`src/lfps_pkg.sv`:
```
// Shared types, codes and constants of the line follower PID steering block.
package lfps_pkg;

  // Request codes carried by in_req_type.
  localparam logic [1:0] REQ_TICK  = 2'd0;
  localparam logic [1:0] REQ_START = 2'd1;
  localparam logic [1:0] REQ_STOP  = 2'd2;

  // Drive mode codes of the result.
  localparam logic [1:0] MODE_NONE  = 2'd0;
  localparam logic [1:0] MODE_DRIVE = 2'd1;
  localparam logic [1:0] MODE_SPIN  = 2'd2;
  localparam logic [1:0] MODE_STOP  = 2'd3;

  // Configuration register indexes.
  localparam int unsigned CFG_IDX_W = 3;
  localparam logic [CFG_IDX_W-1:0] REG_PROP_GAIN      = 3'd0;
  localparam logic [CFG_IDX_W-1:0] REG_INTEG_GAIN     = 3'd1;
  localparam logic [CFG_IDX_W-1:0] REG_DERIV_GAIN     = 3'd2;
  localparam logic [CFG_IDX_W-1:0] REG_INTEGRAL_LIMIT = 3'd3;
  localparam logic [CFG_IDX_W-1:0] REG_TURN_LIMIT     = 3'd4;
  localparam logic [CFG_IDX_W-1:0] REG_BASE_SPEED     = 3'd5;
  localparam logic [CFG_IDX_W-1:0] REG_LOST_WINDOW    = 3'd6;
  localparam logic [CFG_IDX_W-1:0] REG_RECOVERY_SPEED = 3'd7;
  localparam int unsigned CFG_DATA_W = 16;

  // Speed limits.
  localparam logic [6:0] SPEED_MAX      = 7'd100;
  localparam logic [6:0] BASE_SPEED_MIN = 7'd20;
  localparam logic [6:0] WORK_SPEED_RST = 7'd20;

  // Line position of each pattern of sensors that see the line, truncated toward zero.
  localparam logic signed [7:0] POS_TABLE [32] = '{
    8'sd0,   -8'sd64, -8'sd32, -8'sd48, 8'sd0,   -8'sd32, -8'sd16, -8'sd32,
    8'sd32,  -8'sd16, 8'sd0,   -8'sd21, 8'sd16,  -8'sd10, 8'sd0,   -8'sd16,
    8'sd64,  8'sd0,   8'sd16,  -8'sd10, 8'sd32,  8'sd0,   8'sd10,  -8'sd8,
    8'sd48,  8'sd10,  8'sd21,  8'sd0,   8'sd32,  8'sd8,   8'sd16,  8'sd0
  };

  typedef enum logic [1:0] {
    KIND_TICK,
    KIND_START,
    KIND_STOP,
    KIND_NONE
  } kind_t;

  // One classified item as it travels through the queue.
  typedef struct packed {
    kind_t              kind;
    logic               line_seen;
    logic signed [7:0]  pos;
    logic [15:0]        now_ms;
  } item_t;

  typedef struct packed {
    logic [11:0] prop_gain;
    logic [11:0] integ_gain;
    logic [11:0] deriv_gain;
    logic [9:0]  integral_limit;
    logic [6:0]  turn_limit;
    logic [6:0]  base_speed;
    logic [15:0] lost_window_ms;
    logic [6:0]  recovery_speed;
  } cfg_t;

  localparam cfg_t CFG_RESET = '{
    prop_gain:      12'd307,
    integ_gain:     12'd8,
    deriv_gain:     12'd154,
    integral_limit: 10'd60,
    turn_limit:     7'd60,
    base_speed:     7'd20,
    lost_window_ms: 16'd400,
    recovery_speed: 7'd20
  };

  typedef enum logic [1:0] {
    ST_IDLE,
    ST_PREP,
    ST_MUL,
    ST_FIN
  } state_t;

endpackage

```
`src/lfps_front.sv`:
```
// Front end: decodes the request and works out the line position of each item.
module lfps_front (
  input  logic               in_valid,
  output logic               in_ready,
  input  logic [1:0]         in_req_type,
  input  logic [4:0]         in_sensor_bits,
  input  logic [15:0]        in_now_ms,
  output logic               push_valid,
  input  logic               push_ready,
  output lfps_pkg::item_t    push_item
);

  logic [4:0]      seen;
  lfps_pkg::kind_t kind;

  // Sensors are active low.
  assign seen = ~in_sensor_bits;

  always_comb begin
    unique case (in_req_type)
      lfps_pkg::REQ_TICK:  kind = lfps_pkg::KIND_TICK;
      lfps_pkg::REQ_START: kind = lfps_pkg::KIND_START;
      lfps_pkg::REQ_STOP:  kind = lfps_pkg::KIND_STOP;
      default:             kind = lfps_pkg::KIND_NONE;
    endcase
  end

  assign push_item.kind      = kind;
  assign push_item.line_seen = (seen != 5'd0);
  assign push_item.pos       = lfps_pkg::POS_TABLE[seen];
  assign push_item.now_ms    = in_now_ms;

  assign push_valid = in_valid;
  assign in_ready   = push_ready;

endmodule

```
`src/lfps_fifo.sv`:
```
// Small queue of classified items between the front end and the back end.
module lfps_fifo #(
  parameter int unsigned DEPTH = 2
) (
  input  logic            clk,
  input  logic            rst_n,
  input  logic            push_valid,
  output logic            push_ready,
  input  lfps_pkg::item_t push_item,
  output logic            pop_valid,
  input  logic            pop_ready,
  output lfps_pkg::item_t pop_item
);

  localparam int unsigned PTR_W = (DEPTH > 1) ? $clog2(DEPTH) : 1;
  localparam int unsigned CNT_W = $clog2(DEPTH + 1);
  localparam logic [PTR_W-1:0] PTR_LAST = PTR_W'(DEPTH - 1);
  localparam logic [CNT_W-1:0] CNT_FULL = CNT_W'(DEPTH);

  lfps_pkg::item_t  slot_r [DEPTH];
  logic [PTR_W-1:0] wr_ptr_r, wr_ptr_nxt;
  logic [PTR_W-1:0] rd_ptr_r, rd_ptr_nxt;
  logic [CNT_W-1:0] count_r, count_nxt;
  logic             do_push, do_pop;

  assign push_ready = (count_r != CNT_FULL);
  assign pop_valid  = (count_r != '0);
  assign pop_item   = slot_r[rd_ptr_r];
  assign do_push    = push_valid && push_ready;
  assign do_pop     = pop_valid && pop_ready;

  always_comb begin
    wr_ptr_nxt = wr_ptr_r;
    rd_ptr_nxt = rd_ptr_r;
    count_nxt  = count_r;
    if (do_push) begin
      wr_ptr_nxt = (wr_ptr_r == PTR_LAST) ? '0 : wr_ptr_r + 1'b1;
    end
    if (do_pop) begin
      rd_ptr_nxt = (rd_ptr_r == PTR_LAST) ? '0 : rd_ptr_r + 1'b1;
    end
    if (do_push && !do_pop) begin
      count_nxt = count_r + 1'b1;
    end else if (do_pop && !do_push) begin
      count_nxt = count_r - 1'b1;
    end
  end

  always_ff @(posedge clk) begin
    if (!rst_n) begin
      wr_ptr_r <= '0;
      rd_ptr_r <= '0;
      count_r  <= '0;
    end else begin
      wr_ptr_r <= wr_ptr_nxt;
      rd_ptr_r <= rd_ptr_nxt;
      count_r  <= count_nxt;
    end
  end

  always_ff @(posedge clk) begin
    if (do_push) begin
      slot_r[wr_ptr_r] <= push_item;
    end
  end

endmodule

```
`src/lfps_back.sv`:
```
// Back end: follower state, lost-line handling, sequential PID and the result register.
module lfps_back (
  input  logic               clk,
  input  logic               rst_n,
  input  lfps_pkg::cfg_t     cfg,
  input  logic               item_valid,
  output logic               item_ready,
  input  lfps_pkg::item_t    item,
  output logic               out_valid,
  input  logic               out_ready,
  output logic [1:0]         out_drive_mode,
  output logic signed [7:0]  out_left_speed,
  output logic signed [7:0]  out_right_speed,
  output logic               out_spin_clockwise
);

  lfps_pkg::state_t state_r, state_nxt;

  // Follower state.
  logic               running_r, running_nxt;
  logic signed [10:0] es_r, es_nxt;
  logic signed [7:0]  prev_r, prev_nxt;
  logic signed [7:0]  last_pos_r, last_pos_nxt;
  logic signed [1:0]  last_dir_r, last_dir_nxt;
  logic               lost_r, lost_nxt;
  logic [15:0]        lost_start_r, lost_start_nxt;
  logic [6:0]         ws_r, ws_nxt;

  // PID working registers.
  logic signed [7:0]  e_r, e_nxt;
  logic signed [8:0]  d_r, d_nxt;
  logic signed [24:0] acc_r, acc_nxt;
  logic [1:0]         step_r, step_nxt;

  // Result register.
  logic               out_valid_r, out_valid_nxt;
  logic [1:0]         mode_r, mode_nxt;
  logic signed [7:0]  left_r, left_nxt;
  logic signed [7:0]  right_r, right_nxt;
  logic               cw_r, cw_nxt;

  logic               go, needs_pid;
  logic [6:0]         base_ld, recov_ld;
  logic [15:0]        start_eff, elapsed;
  logic               in_window;
  logic signed [8:0]  ext_sum;
  logic signed [7:0]  ext_pos;
  logic               sgn_chg;
  logic signed [10:0] es_base;
  logic signed [11:0] es_sum, ilim_s, es_clamp;
  logic [11:0]        gain_sel;
  logic signed [12:0] mul_a;
  logic signed [10:0] mul_b;
  logic signed [23:0] prod;
  logic signed [24:0] tl, acc_c, turn_w;
  logic signed [7:0]  turn;
  logic signed [9:0]  ws_s, turn_e, lsum, rsum;
  logic signed [7:0]  lsat, rsat;

  assign base_ld  = (cfg.base_speed < lfps_pkg::BASE_SPEED_MIN) ? lfps_pkg::BASE_SPEED_MIN :
                    (cfg.base_speed > lfps_pkg::SPEED_MAX) ? lfps_pkg::SPEED_MAX : cfg.base_speed;
  assign recov_ld = (cfg.recovery_speed > lfps_pkg::SPEED_MAX) ? lfps_pkg::SPEED_MAX
                                                              : cfg.recovery_speed;

  assign go         = (state_r == lfps_pkg::ST_IDLE) && item_valid && !out_valid_r;
  assign item_ready = go;

  // On the first tick without the line the loss starts now, so the elapsed time is zero.
  assign start_eff = lost_r ? lost_start_r : item.now_ms;
  assign elapsed   = item.now_ms - start_eff;
  assign in_window = (elapsed < cfg.lost_window_ms);

  assign needs_pid = (item.kind == lfps_pkg::KIND_TICK) && running_r
                     && (item.line_seen || in_window);

  // Extrapolated position while the line is lost.
  assign ext_sum = $signed({last_pos_r[7], last_pos_r})
                 + $signed({{4{last_dir_r[1]}}, last_dir_r, 3'b000});
  assign ext_pos = (ext_sum > 9'sd64) ? 8'sd64 :
                   (ext_sum < -9'sd64) ? -8'sd64 : ext_sum[7:0];

  // Integral update: cleared on a strict sign change, then accumulated and clamped.
  assign sgn_chg  = ((e_r > 8'sd0) && (prev_r < 8'sd0)) || ((e_r < 8'sd0) && (prev_r > 8'sd0));
  assign es_base  = sgn_chg ? 11'sd0 : es_r;
  assign es_sum   = $signed({es_base[10], es_base}) + $signed({{4{e_r[7]}}, e_r});
  assign ilim_s   = $signed({2'b00, cfg.integral_limit});
  assign es_clamp = (es_sum > ilim_s) ? ilim_s :
                    (es_sum < -ilim_s) ? -ilim_s : es_sum;

  // Shared multiplier, one gain term per step.
  always_comb begin
    case (step_r)
      2'd0: begin
        gain_sel = cfg.prop_gain;
        mul_b    = $signed({{3{e_r[7]}}, e_r});
      end
      2'd1: begin
        gain_sel = cfg.integ_gain;
        mul_b    = es_r;
      end
      default: begin
        gain_sel = cfg.deriv_gain;
        mul_b    = $signed({{2{d_r[8]}}, d_r});
      end
    endcase
  end

  assign mul_a = $signed({1'b0, gain_sel});
  assign prod  = mul_a * mul_b;

  // Turn: clamp to the turn limit in Q8.8, then truncate toward zero.
  assign tl     = $signed({10'b0, cfg.turn_limit, 8'b0});
  assign acc_c  = (acc_r > tl) ? tl : (acc_r < -tl) ? -tl : acc_r;
  assign turn_w = (acc_c >>> 8)
                + (((acc_c < 25'sd0) && (acc_c[7:0] != 8'd0)) ? 25'sd1 : 25'sd0);
  assign turn   = turn_w[7:0];

  assign ws_s   = $signed({3'b000, ws_r});
  assign turn_e = $signed({{2{turn[7]}}, turn});
  assign lsum   = ws_s - turn_e;
  assign rsum   = ws_s + turn_e;
  assign lsat   = (lsum > 10'sd100) ? 8'sd100 : (lsum < -10'sd100) ? -8'sd100 : lsum[7:0];
  assign rsat   = (rsum > 10'sd100) ? 8'sd100 : (rsum < -10'sd100) ? -8'sd100 : rsum[7:0];

  // Next state.
  always_comb begin
    state_nxt = state_r;
    unique case (state_r)
      lfps_pkg::ST_IDLE: begin
        if (go && needs_pid) begin
          state_nxt = lfps_pkg::ST_PREP;
        end
      end
      lfps_pkg::ST_PREP: state_nxt = lfps_pkg::ST_MUL;
      lfps_pkg::ST_MUL: begin
        if (step_r == 2'd2) begin
          state_nxt = lfps_pkg::ST_FIN;
        end
      end
      lfps_pkg::ST_FIN: state_nxt = lfps_pkg::ST_IDLE;
      default: state_nxt = lfps_pkg::ST_IDLE;
    endcase
  end

  // Datapath and result.
  always_comb begin
    running_nxt    = running_r;
    es_nxt         = es_r;
    prev_nxt       = prev_r;
    last_pos_nxt   = last_pos_r;
    last_dir_nxt   = last_dir_r;
    lost_nxt       = lost_r;
    lost_start_nxt = lost_start_r;
    ws_nxt         = ws_r;
    e_nxt          = e_r;
    d_nxt          = d_r;
    acc_nxt        = acc_r;
    step_nxt       = step_r;
    out_valid_nxt  = out_valid_r && !out_ready;
    mode_nxt       = mode_r;
    left_nxt       = left_r;
    right_nxt      = right_r;
    cw_nxt         = cw_r;

    unique case (state_r)
      lfps_pkg::ST_IDLE: begin
        if (go) begin
          if (!needs_pid) begin
            out_valid_nxt = 1'b1;
            mode_nxt      = lfps_pkg::MODE_NONE;
            left_nxt      = 8'sd0;
            right_nxt     = 8'sd0;
            cw_nxt        = 1'b0;
          end
          unique case (item.kind)
            lfps_pkg::KIND_START: begin
              es_nxt       = 11'sd0;
              prev_nxt     = 8'sd0;
              last_pos_nxt = 8'sd0;
              last_dir_nxt = 2'sd0;
              lost_nxt     = 1'b0;
              ws_nxt       = base_ld;
              running_nxt  = 1'b1;
            end
            lfps_pkg::KIND_STOP: begin
              running_nxt = 1'b0;
              mode_nxt    = lfps_pkg::MODE_STOP;
            end
            lfps_pkg::KIND_TICK: begin
              if (running_r) begin
                if (!item.line_seen) begin
                  lost_nxt       = 1'b1;
                  lost_start_nxt = start_eff;
                  if (!lost_r) begin
                    es_nxt   = 11'sd0;
                    prev_nxt = 8'sd0;
                  end
                  if (in_window) begin
                    ws_nxt = recov_ld;
                    e_nxt  = -ext_pos;
                  end else begin
                    mode_nxt  = lfps_pkg::MODE_SPIN;
                    left_nxt  = $signed({1'b0, recov_ld});
                    right_nxt = $signed({1'b0, recov_ld});
                    cw_nxt    = !last_dir_r[1];
                  end
                end else begin
                  if (lost_r) begin
                    es_nxt   = 11'sd0;
                    prev_nxt = 8'sd0;
                    lost_nxt = 1'b0;
                    ws_nxt   = base_ld;
                  end
                  last_pos_nxt = item.pos;
                  if (item.pos > 8'sd4) begin
                    last_dir_nxt = 2'sd1;
                  end else if (item.pos < -8'sd4) begin
                    last_dir_nxt = -2'sd1;
                  end
                  e_nxt = -item.pos;
                end
              end
            end
            default: begin
            end
          endcase
        end
      end
      lfps_pkg::ST_PREP: begin
        es_nxt   = es_clamp[10:0];
        d_nxt    = $signed({e_r[7], e_r}) - $signed({prev_r[7], prev_r});
        prev_nxt = e_r;
        acc_nxt  = 25'sd0;
        step_nxt = 2'd0;
      end
      lfps_pkg::ST_MUL: begin
        acc_nxt  = acc_r + $signed({prod[23], prod});
        step_nxt = step_r + 2'd1;
      end
      lfps_pkg::ST_FIN: begin
        out_valid_nxt = 1'b1;
        mode_nxt      = lfps_pkg::MODE_DRIVE;
        left_nxt      = lsat;
        right_nxt     = rsat;
        cw_nxt        = 1'b0;
      end
      default: begin
      end
    endcase
  end

  always_ff @(posedge clk) begin
    if (!rst_n) begin
      state_r      <= lfps_pkg::ST_IDLE;
      running_r    <= 1'b0;
      es_r         <= 11'sd0;
      prev_r       <= 8'sd0;
      last_pos_r   <= 8'sd0;
      last_dir_r   <= 2'sd0;
      lost_r       <= 1'b0;
      lost_start_r <= 16'd0;
      ws_r         <= lfps_pkg::WORK_SPEED_RST;
      step_r       <= 2'd0;
      out_valid_r  <= 1'b0;
    end else begin
      state_r      <= state_nxt;
      running_r    <= running_nxt;
      es_r         <= es_nxt;
      prev_r       <= prev_nxt;
      last_pos_r   <= last_pos_nxt;
      last_dir_r   <= last_dir_nxt;
      lost_r       <= lost_nxt;
      lost_start_r <= lost_start_nxt;
      ws_r         <= ws_nxt;
      step_r       <= step_nxt;
      out_valid_r  <= out_valid_nxt;
    end
  end

  always_ff @(posedge clk) begin
    e_r     <= e_nxt;
    d_r     <= d_nxt;
    acc_r   <= acc_nxt;
    mode_r  <= mode_nxt;
    left_r  <= left_nxt;
    right_r <= right_nxt;
    cw_r    <= cw_nxt;
  end

  assign out_valid          = out_valid_r;
  assign out_drive_mode     = mode_r;
  assign out_left_speed     = left_r;
  assign out_right_speed    = right_r;
  assign out_spin_clockwise = cw_r;

endmodule

```
`src/line_follow_pid_steering.sv`:
```
// Top level of the five-sensor line follower with PID differential steering.
//
//  Channel  Handshake            Payload
//  -------  -------------------  ---------------------------------------------------
//  in       in_valid/in_ready    in_req_type, in_sensor_bits, in_now_ms
//  out      out_valid/out_ready  out_drive_mode, out_left_speed, out_right_speed,
//                                out_spin_clockwise
//  cfg      cfg_valid/cfg_ready  cfg_index, cfg_data
//
// Start, stop, ignored and spin items are settled and registered from the idle state of
// the back end. A tick that runs the PID goes through the decision, the integral update,
// one step for each of the three gain products on the shared multiplier, then clamping
// and wheel speeds. The back end takes its next item only once it is idle again and its
// result has been accepted.
// Reset is synchronous and active low; it loads the register defaults and clears the
// follower state. There is no clearing pass, so the block is ready right after reset.
// The queue of QUEUE_DEPTH items lets the front end keep accepting while the back end
// works, and the back end holds at most one result, waiting while out_ready is low.
module line_follow_pid_steering #(
  parameter int unsigned QUEUE_DEPTH = 2
) (
  input  logic                                 clk,
  input  logic                                 rst_n,

  input  logic                                 in_valid,
  output logic                                 in_ready,
  input  logic [1:0]                           in_req_type,
  input  logic [4:0]                           in_sensor_bits,
  input  logic [15:0]                          in_now_ms,

  output logic                                 out_valid,
  input  logic                                 out_ready,
  output logic [1:0]                           out_drive_mode,
  output logic signed [7:0]                    out_left_speed,
  output logic signed [7:0]                    out_right_speed,
  output logic                                 out_spin_clockwise,

  input  logic                                 cfg_valid,
  output logic                                 cfg_ready,
  input  logic [lfps_pkg::CFG_IDX_W-1:0]       cfg_index,
  input  logic [lfps_pkg::CFG_DATA_W-1:0]      cfg_data
);

  lfps_pkg::cfg_t  cfg_r;
  lfps_pkg::item_t push_item, pop_item;
  logic            push_valid, push_ready;
  logic            pop_valid, pop_ready;

  // Register writes are always taken; each register keeps the low bits of the data.
  assign cfg_ready = 1'b1;

  always_ff @(posedge clk) begin
    if (!rst_n) begin
      cfg_r <= lfps_pkg::CFG_RESET;
    end else if (cfg_valid) begin
      unique case (cfg_index)
        lfps_pkg::REG_PROP_GAIN:      cfg_r.prop_gain      <= cfg_data[11:0];
        lfps_pkg::REG_INTEG_GAIN:     cfg_r.integ_gain     <= cfg_data[11:0];
        lfps_pkg::REG_DERIV_GAIN:     cfg_r.deriv_gain     <= cfg_data[11:0];
        lfps_pkg::REG_INTEGRAL_LIMIT: cfg_r.integral_limit <= cfg_data[9:0];
        lfps_pkg::REG_TURN_LIMIT:     cfg_r.turn_limit     <= cfg_data[6:0];
        lfps_pkg::REG_BASE_SPEED:     cfg_r.base_speed     <= cfg_data[6:0];
        lfps_pkg::REG_LOST_WINDOW:    cfg_r.lost_window_ms <= cfg_data[15:0];
        lfps_pkg::REG_RECOVERY_SPEED: cfg_r.recovery_speed <= cfg_data[6:0];
        default: begin
        end
      endcase
    end
  end

  // The front end decodes the request and looks up the line position from the sensors.
  lfps_front u_front (
    .in_valid       (in_valid),
    .in_ready       (in_ready),
    .in_req_type    (in_req_type),
    .in_sensor_bits (in_sensor_bits),
    .in_now_ms      (in_now_ms),
    .push_valid     (push_valid),
    .push_ready     (push_ready),
    .push_item      (push_item)
  );

  // Classified items wait here until the back end is free.
  lfps_fifo #(
    .DEPTH (QUEUE_DEPTH)
  ) u_fifo (
    .clk        (clk),
    .rst_n      (rst_n),
    .push_valid (push_valid),
    .push_ready (push_ready),
    .push_item  (push_item),
    .pop_valid  (pop_valid),
    .pop_ready  (pop_ready),
    .pop_item   (pop_item)
  );

  // The back end owns the follower state, runs the PID and holds the result.
  lfps_back u_back (
    .clk                (clk),
    .rst_n              (rst_n),
    .cfg                (cfg_r),
    .item_valid         (pop_valid),
    .item_ready         (pop_ready),
    .item               (pop_item),
    .out_valid          (out_valid),
    .out_ready          (out_ready),
    .out_drive_mode     (out_drive_mode),
    .out_left_speed     (out_left_speed),
    .out_right_speed    (out_right_speed),
    .out_spin_clockwise (out_spin_clockwise)
  );

endmodule
```
`config.mk`:
```
export PLATFORM = sky130hd
export DESIGN_NAME = line_follow_pid_steering
export DESIGN_NICKNAME = d
export VERILOG_FILES = /design/src/lfps_pkg.sv /design/src/lfps_front.sv /design/src/lfps_fifo.sv /design/src/lfps_back.sv /design/src/line_follow_pid_steering.sv
export SDC_FILE = /design/constraint.sdc
export NUM_CORES = 1
export LEC_CHECK = 0
export ABC_AREA = 1
export BUFFER_PORTS_ARGS = -buffer_cell sky130_fd_sc_hd__buf_2
export CORE_MARGIN = 1
export CORE_UTILIZATION = 40
export CTS_BUF_LIST = sky130_fd_sc_hd__clkbuf_16
export DETAILED_ROUTE_END_ITERATION = 7
export SLEW_MARGIN = 20
export SYNTH_ARGS = -nofsm -noshare
export SYNTH_HDL_FRONTEND = slang
export SYNTH_SLANG_ARGS = --single-unit
```
`constraint.sdc`:
```
create_clock -name clk -period 6.5 [get_ports clk]
set_input_delay 0.325 -clock clk [delete_from_list [all_inputs] [get_ports clk]]
set_output_delay 0.325 -clock clk [all_outputs]
set_load 0.05 [all_outputs]
```
======== Yosys cells after proc, flatten, opt, wreduce, memory -nomap -nowiden ========
Memory sizes are Yosys's and may differ from the RTL's. A register that Yosys moved wholly into a read port is not among the register bits.
Cells that the tools add are included.
storage, ports and cells
  memory bits (read-only) ................. 256
  memory bits (writable) .................. 54
  bits of input ports ..................... 47
  flip-flop bits (word level) ............. 207
  output and inout bits ................... 22
  memories kept ........................... 2
operators by class
  add/subtract/negate cells ............... 17
  reductions and logical operators ........ 53
  muxes and demuxes ....................... 98
  eq/ne operators ......................... 29
  magnitude comparators ................... 22
  bitwise gates (word level) .............. 3
  $mul .................................... 1
memories
  memory            depth  bits a word  read ports  clocked after Yosys merged registers in  wr ports  RTL line          RTL
  (name not given)  32     8            1           0                                        0         lfps_front.sv:30  assign push_item.pos = lfps_pkg::POS_TABLE[seen];
  u_fifo.slot_r     2      27           1           1                                        1         lfps_fifo.sv:20   lfps_pkg::item_t slot_r [DEPTH];
operator list
  cell                 number
  $mux 8               29
  $mux 11              8
  $pmux 8 s2           5
  $pmux 11 s2          3
  $mux 25              2
  $pmux 25 s2          1
  $mux 7               7
  $mux 2               13
  $add 25x24->25       1
  $gt 25x16->1         1
  $lt 25x1->1 const B  1
  $lt 25x25->1         1
  $neg 15->25          1
  $mul 13x11->24       1
  $pmux 12 s2          1
  $gt 10x8->1 const B  2
  $lt 10x8->1 const B  2
  $reduce_and 2->1     10
  $reduce_and 6->1     3
  $sub 8x8->9          2
  $mux 1               17
  $gt 8x1->1 const B   2
  $lt 16x16->1         1
  $lt 8x1->1 const B   2
  51 further kinds     107

======== Logic depth before layout (Yosys ltp) ========
  depth after elaboration ................. 13
  mapped depth ............................ 40

======== By module ========
Synthesis repeated with hierarchy kept, for this count alone.
unflattened totals
  cell total of the unflattened synthesis .. 2777
  area, all modules ....................... 21768.4 µm²
modules (own cells, without submodules)
  module                    times used  area an instance (µm²)  seq. area each (µm²)  cells each
  lfps_back                 1           15672.5                 3012.9                2100
  line_follow_pid_steering  1           3264.4                  1661.6                464
  lfps_fifo                 1           2292.2                  1721.7                121
  lfps_front                1           539.3                   0.0                   92

======== Least setup slack after synthesis ========
Ideal clock, no wire load.
  path kind ............................... reg2reg
  from .................................... register u_back.step_r[0]
  to ...................................... register u_back.acc_r[24], data pin
  library setup time ...................... 0.261 ns
  slack ................................... -0.029 ns
  arrival ................................. 6.268 ns
  period minus slack after synthesis ...... 6.529 ns
  path buffers ............................ 3
  cell stages (with the launch flop) ...... 31
  cells stage by stage .................... dfxtp_1 inv_1 ha_1 nor2_1 clkbuf_1 clkbuf_1 nand2_1 o211ai_1 clkbuf_1 nand2_1 fa_1 fa_1 inv_1 fa_1 inv_1 fa_1 inv_1 fa_1 ha_1 a21oi_1 inv_1 o21ai_0 o211ai_1 a31oi_1 inv_1 a21oi_1 o21ai_0 a21oi_1 o21bai_1 o21ai_0 a21oi_1
between the ends
  word-level cells in the longest chain between the ends .. 5
  elaborated cells between the ends (all ways) .. 7
ends and longest elaborated chain
  element                                        RTL line          RTL
  start, declared                                lfps_back.sv:33   logic [1:0] step_r, step_nxt;
  start signal, assigned                         lfps_back.sv:275  step_r <= step_nxt;
  $eq 2x1->1 or $logic_not 2->1 (tied branches)  lfps_back.sv:92   case (step_r)
  $pmux 12 s2 or $pmux 11 s2 (tied branches)     lfps_back.sv:92
  $mul 13x11->24 *                               lfps_back.sv:109  assign prod = mul_a * mul_b;
  $add 25x24->25 *                               lfps_back.sv:237  acc_nxt = acc_r + $signed({prod[23], prod});
  $pmux 25 s2 *                                  lfps_back.sv:165  unique case (state_r)
  end signal, assigned                           lfps_back.sv:283  acc_r <= acc_nxt;
  end, declared                                  lfps_back.sv:32   logic signed [24:0] acc_r, acc_nxt;
Mark *: on every way between the ends. The rest lies on a longest branch, timed or not.
A chain may end at the register's enable or synchronous reset.

======== Final worst setup path ========
  from .................................... register u_back.step_r[1]
  to ...................................... register u_back.acc_r[24], data pin
The elaborated chain is that of the path after synthesis.

==> run_results.csv <==
group,metric,value,unit
critical_path,setup.worst_path.start_class,"register",
die,area_of_the_core_region,51400,µm²
global_routing,grt_pass1_wl,88.8,mm
cts,cts.clk_slew.worst_paths,0.06,ns
critical_path,timing.critical_path.slowest_stage_cell,"sky130_fd_sc_hd__fa_1",
global_routing,grt.total_usage,0.207,
logic_synthesis,yosys_register_bits,262,
timing,fmax,162,MHz
die,floorplan.initialDensity,0.405,
finish,n_fill_cell,5017,
cts,tritoncts.num_buffers,34,
logic_synthesis,synth_nets,3023,
critical_path,endpoint_kind,"register",
finish,num-nets-final,3149,
logic_synthesis,synth_enable_flop_cells,115,
global_routing,grt_max_degree,100,
critical_path,crit_path_frequent_cell,"sky130_fd_sc_hd__inv_1",
die,design.portCount,69,
detailed_routing,wl_per_cell,15.6,µm
status,outcome,"complete, no violations",
timing,finalHoldViolCount,0,
timing,slew_viol_final,0,
run,maxCapViolCount,0,
cts,cts.root.buffer_cell,"sky130_fd_sc_hd__clkbuf_16",
detailed_routing,drt-initial-drc-count,1136,
die,placementRows,83,
finish,final-seq-area,6400,µm²
critical_path,critPathKind,"reg -> reg",
logic_synthesis,yosysSeqAreaShare,0.307,
detailed_routing,viasPerCell,5.09,
logic_synthesis,ys_async_sr_fraction,0,
logic_synthesis,netlist_instances,2649,
placement,gp_congestion,0.916,
finish,final_layout_size_suffix_gt1_frac,0.104,
placement,dp.final_hpwl,41.7,mm
global_routing,initial_antenna_violation_count,4,
finish,non_filler_cell_area_final,23800,µm²
detailed_routing,wl,54.3,mm
cts,cts.path.max_buffers,3,
cts,cts-htree-levels,2,
logic_synthesis,synth_cell_type_count,56,
critical_path,path_max_fanout,4,
timing,min_period,6.19,ns
detailed_routing,dr.pass1.iters,5,
die,die_h,230,µm
critical_path,cp.required,6.80,ns
timing,ratio_of_final_minimum_period_to_clock_period,0.952,
finish,multi_input_area,12500,µm²
timing,final.setup_skew,0.0284,ns
logic_synthesis,netlist.area_leader.share,0.166,
logic_synthesis,synthesis.area,20800,µm²
finish,layout.cells.most_common_list,"sky130_fd_sc_hd__nand2_1 (532), sky130_fd_sc_hd__inv_1 (464), sky130_fd_sc_hd__a21oi_1 (208)",
detailed_routing,detail-route-antenna-nets,0,
critical_path,cp_slowest_stage_delay,0.59,ns
global_routing,grt_pass1_vias,17500,
detailed_routing,drt_drc_violations_left,0,
cts,cts_tree,"built",
cts,clk_latency,0.56,ns
logic_synthesis,ys_top_cells_by_area,"sky130_fd_sc_hd__edfxtp_1 (17%), sky130_fd_sc_hd__dfxtp_1 (14%), sky130_fd_sc_hd__ha_1 (13%)",
finish,most_common_library_cell_in_the_layout_ignoring_fill_and_taps,"sky130_fd_sc_hd__nand2_1",
detailed_routing,via_count_of_the_routed_design,17700,
finish,area_delta_synth_final,14.5,%
placement,placement.cell_area,22300,µm²
timing,rsz_0062_raised_after_global_routing,"false",
cts,clock-sinks,262,
placement,place.port_buffers,67,
timing,timing.max_slew.rel_slack,0.381,
logic_synthesis,yosysWarningCount,0,
die,dieWidth,230,µm
logic_synthesis,syn_avg_cell_area,7.86,µm²
timing,finalSetupViolCount,0,
worst_hold_path,min-delay-path-class,"in -> reg",
critical_path,cp_data_arrival_time,6.49,ns
global_routing,globalRoute.totalOverflow,0,
logic_synthesis,synth_ff_type,"sky130_fd_sc_hd__dfxtp_1",
die,die-area,53000,µm²
logic_synthesis,yosys.area.top_type,"sky130_fd_sc_hd__edfxtp_1",
timing,worst-slew-pin-transition,0.929,ns
[stage by stage]
stage	hold slack, ns	utilization	TNS [ns]	setup slack, ns	std cells
CTS	0.0420	0.460	0	0.0121	3479
finish	0.0668	0.464	0	0.311	3482
floorplan	0.424	-	0	0.0494	2649
global placement	0.440	0.434	0	0.0179	3399
detailed placement	0.447	0.434	-0.292	-0.143	3399
global route	0.0684	0.464	0	0.00137	3481
[worst max-delay path, delay by kind of cell (launching register included)]
family / cells / cell delay, ns
fa+ha+maj: 7 / 2.96
flops: 1 / 0.35
simple gates: 2 / 0.21
compound gates: 13 / 1.58
buf+inv: 10 / 0.86
[flip-flops by register name (all words and copies together) (netlist names), 9 cells and up, named ones only]
name,cells
cfg_r,83
u_back.acc_r,25
u_back.d_r,9
u_back.es_r,11
u_back.lost_start_r,16
u_fifo.slot_r,54
[cell families (layout without fill, tap and decap cells)]
kind of cell / count (synthesis) / count (layout) / synth area share
AO/OA/AOI/OAI: 552 / 552 / 0.148
XOR/XNOR: 63 / 63 / 0.0265
adder cells (fa/ha/maj): 327 / 327 / 0.239
buffers and inverters: 559 / 710 / 0.102
flip-flops: 262 / 262 / 0.307
multiplexers: 4 / 4 / 0.00192
other: 1 / 3 / 0.000180
AND/OR/NAND/NOR: 881 / 881 / 0.175
[repair_timing]
| action | in CTS | in global routing |
|---|---|---|
| hold endpoints to repair | 36 | 0 |
| endpoints found under the setup margin | 3 | 21 |
| hold buffers | 18 | 0 |
| pin swaps | 1 | 4 |
| cloned | 0 | 0 |
| gates resized for setup | 21 | 45 |
| setup buffers | 1 | 1 |
[routing by layer]
metal | GRT usage | part of all wire | vias to the layer above
met2 | 0.352 | 0.47 | 349
met3 | 0.0322 | 0.046 | 85
li1 | - | - | 8891
met5 | 0 | 0.00068 | -
met1 | 0.270 | 0.46 | 8388
met4 | 0.0563 | 0.023 | 6
[synthesized netlist by cell type, types with 3 or more instances]
library cell                  n
sky130_fd_sc_hd__a211oi_1    20
sky130_fd_sc_hd__a21o_1       4
sky130_fd_sc_hd__a21oi_1    224
sky130_fd_sc_hd__a31oi_1     14
sky130_fd_sc_hd__buf_1        5
sky130_fd_sc_hd__buf_2        3
sky130_fd_sc_hd__buf_4        3
sky130_fd_sc_hd__clkbuf_1    64
sky130_fd_sc_hd__clkinv_1    21
sky130_fd_sc_hd__dfxtp_1    147
sky130_fd_sc_hd__edfxtp_1   115
sky130_fd_sc_hd__fa_1       119
sky130_fd_sc_hd__ha_1       208
sky130_fd_sc_hd__inv_1      462
sky130_fd_sc_hd__mux2i_1      4
sky130_fd_sc_hd__nand2_1    532
sky130_fd_sc_hd__nand2_2      7
sky130_fd_sc_hd__nand3_1    101
sky130_fd_sc_hd__nand3_2      5
sky130_fd_sc_hd__nand4_1     11
sky130_fd_sc_hd__nor2_1     176
sky130_fd_sc_hd__nor3_1      23
sky130_fd_sc_hd__o2111ai_1    3
sky130_fd_sc_hd__o211ai_1    35
sky130_fd_sc_hd__o21a_1      11
sky130_fd_sc_hd__o21ai_0    187
sky130_fd_sc_hd__o21ai_1      8
sky130_fd_sc_hd__o21bai_1     6
sky130_fd_sc_hd__o221ai_1     8
sky130_fd_sc_hd__o22ai_1     15
sky130_fd_sc_hd__o31ai_1      8
sky130_fd_sc_hd__or2_2       12
sky130_fd_sc_hd__xnor2_1     16
sky130_fd_sc_hd__xor2_1      47
[cell type report]
| cell class | count | area share |
|---|---|---|
| clock inverter | 27 | 0.0102 |
| multi-input combinational | 1828 | 0.526 |
| sequential | 262 | 0.269 |
| timing repair buffer | 165 | 0.0473 |
| clock buffer | 34 | 0.0357 |
| tap | 680 | 0.0357 |
| antenna | 2 | 0.000210 |
| inverter | 484 | 0.0766 |
[final timing paths]
kind,from,end,slack [ns],depth (start not counted)
max,u_back.step_r[1],u_back.acc_r[24],0.31,32
min,cfg_data[13],cfg_r[20],0.07,3
max reg2reg,u_back.step_r[1],u_back.acc_r[24],0.31,32
min reg2reg,cfg_r[82],cfg_r[82],0.45,2
Power is not shown: default switching activity piles up to over one toggle a cycle in this logic, so the estimate is an artifact.
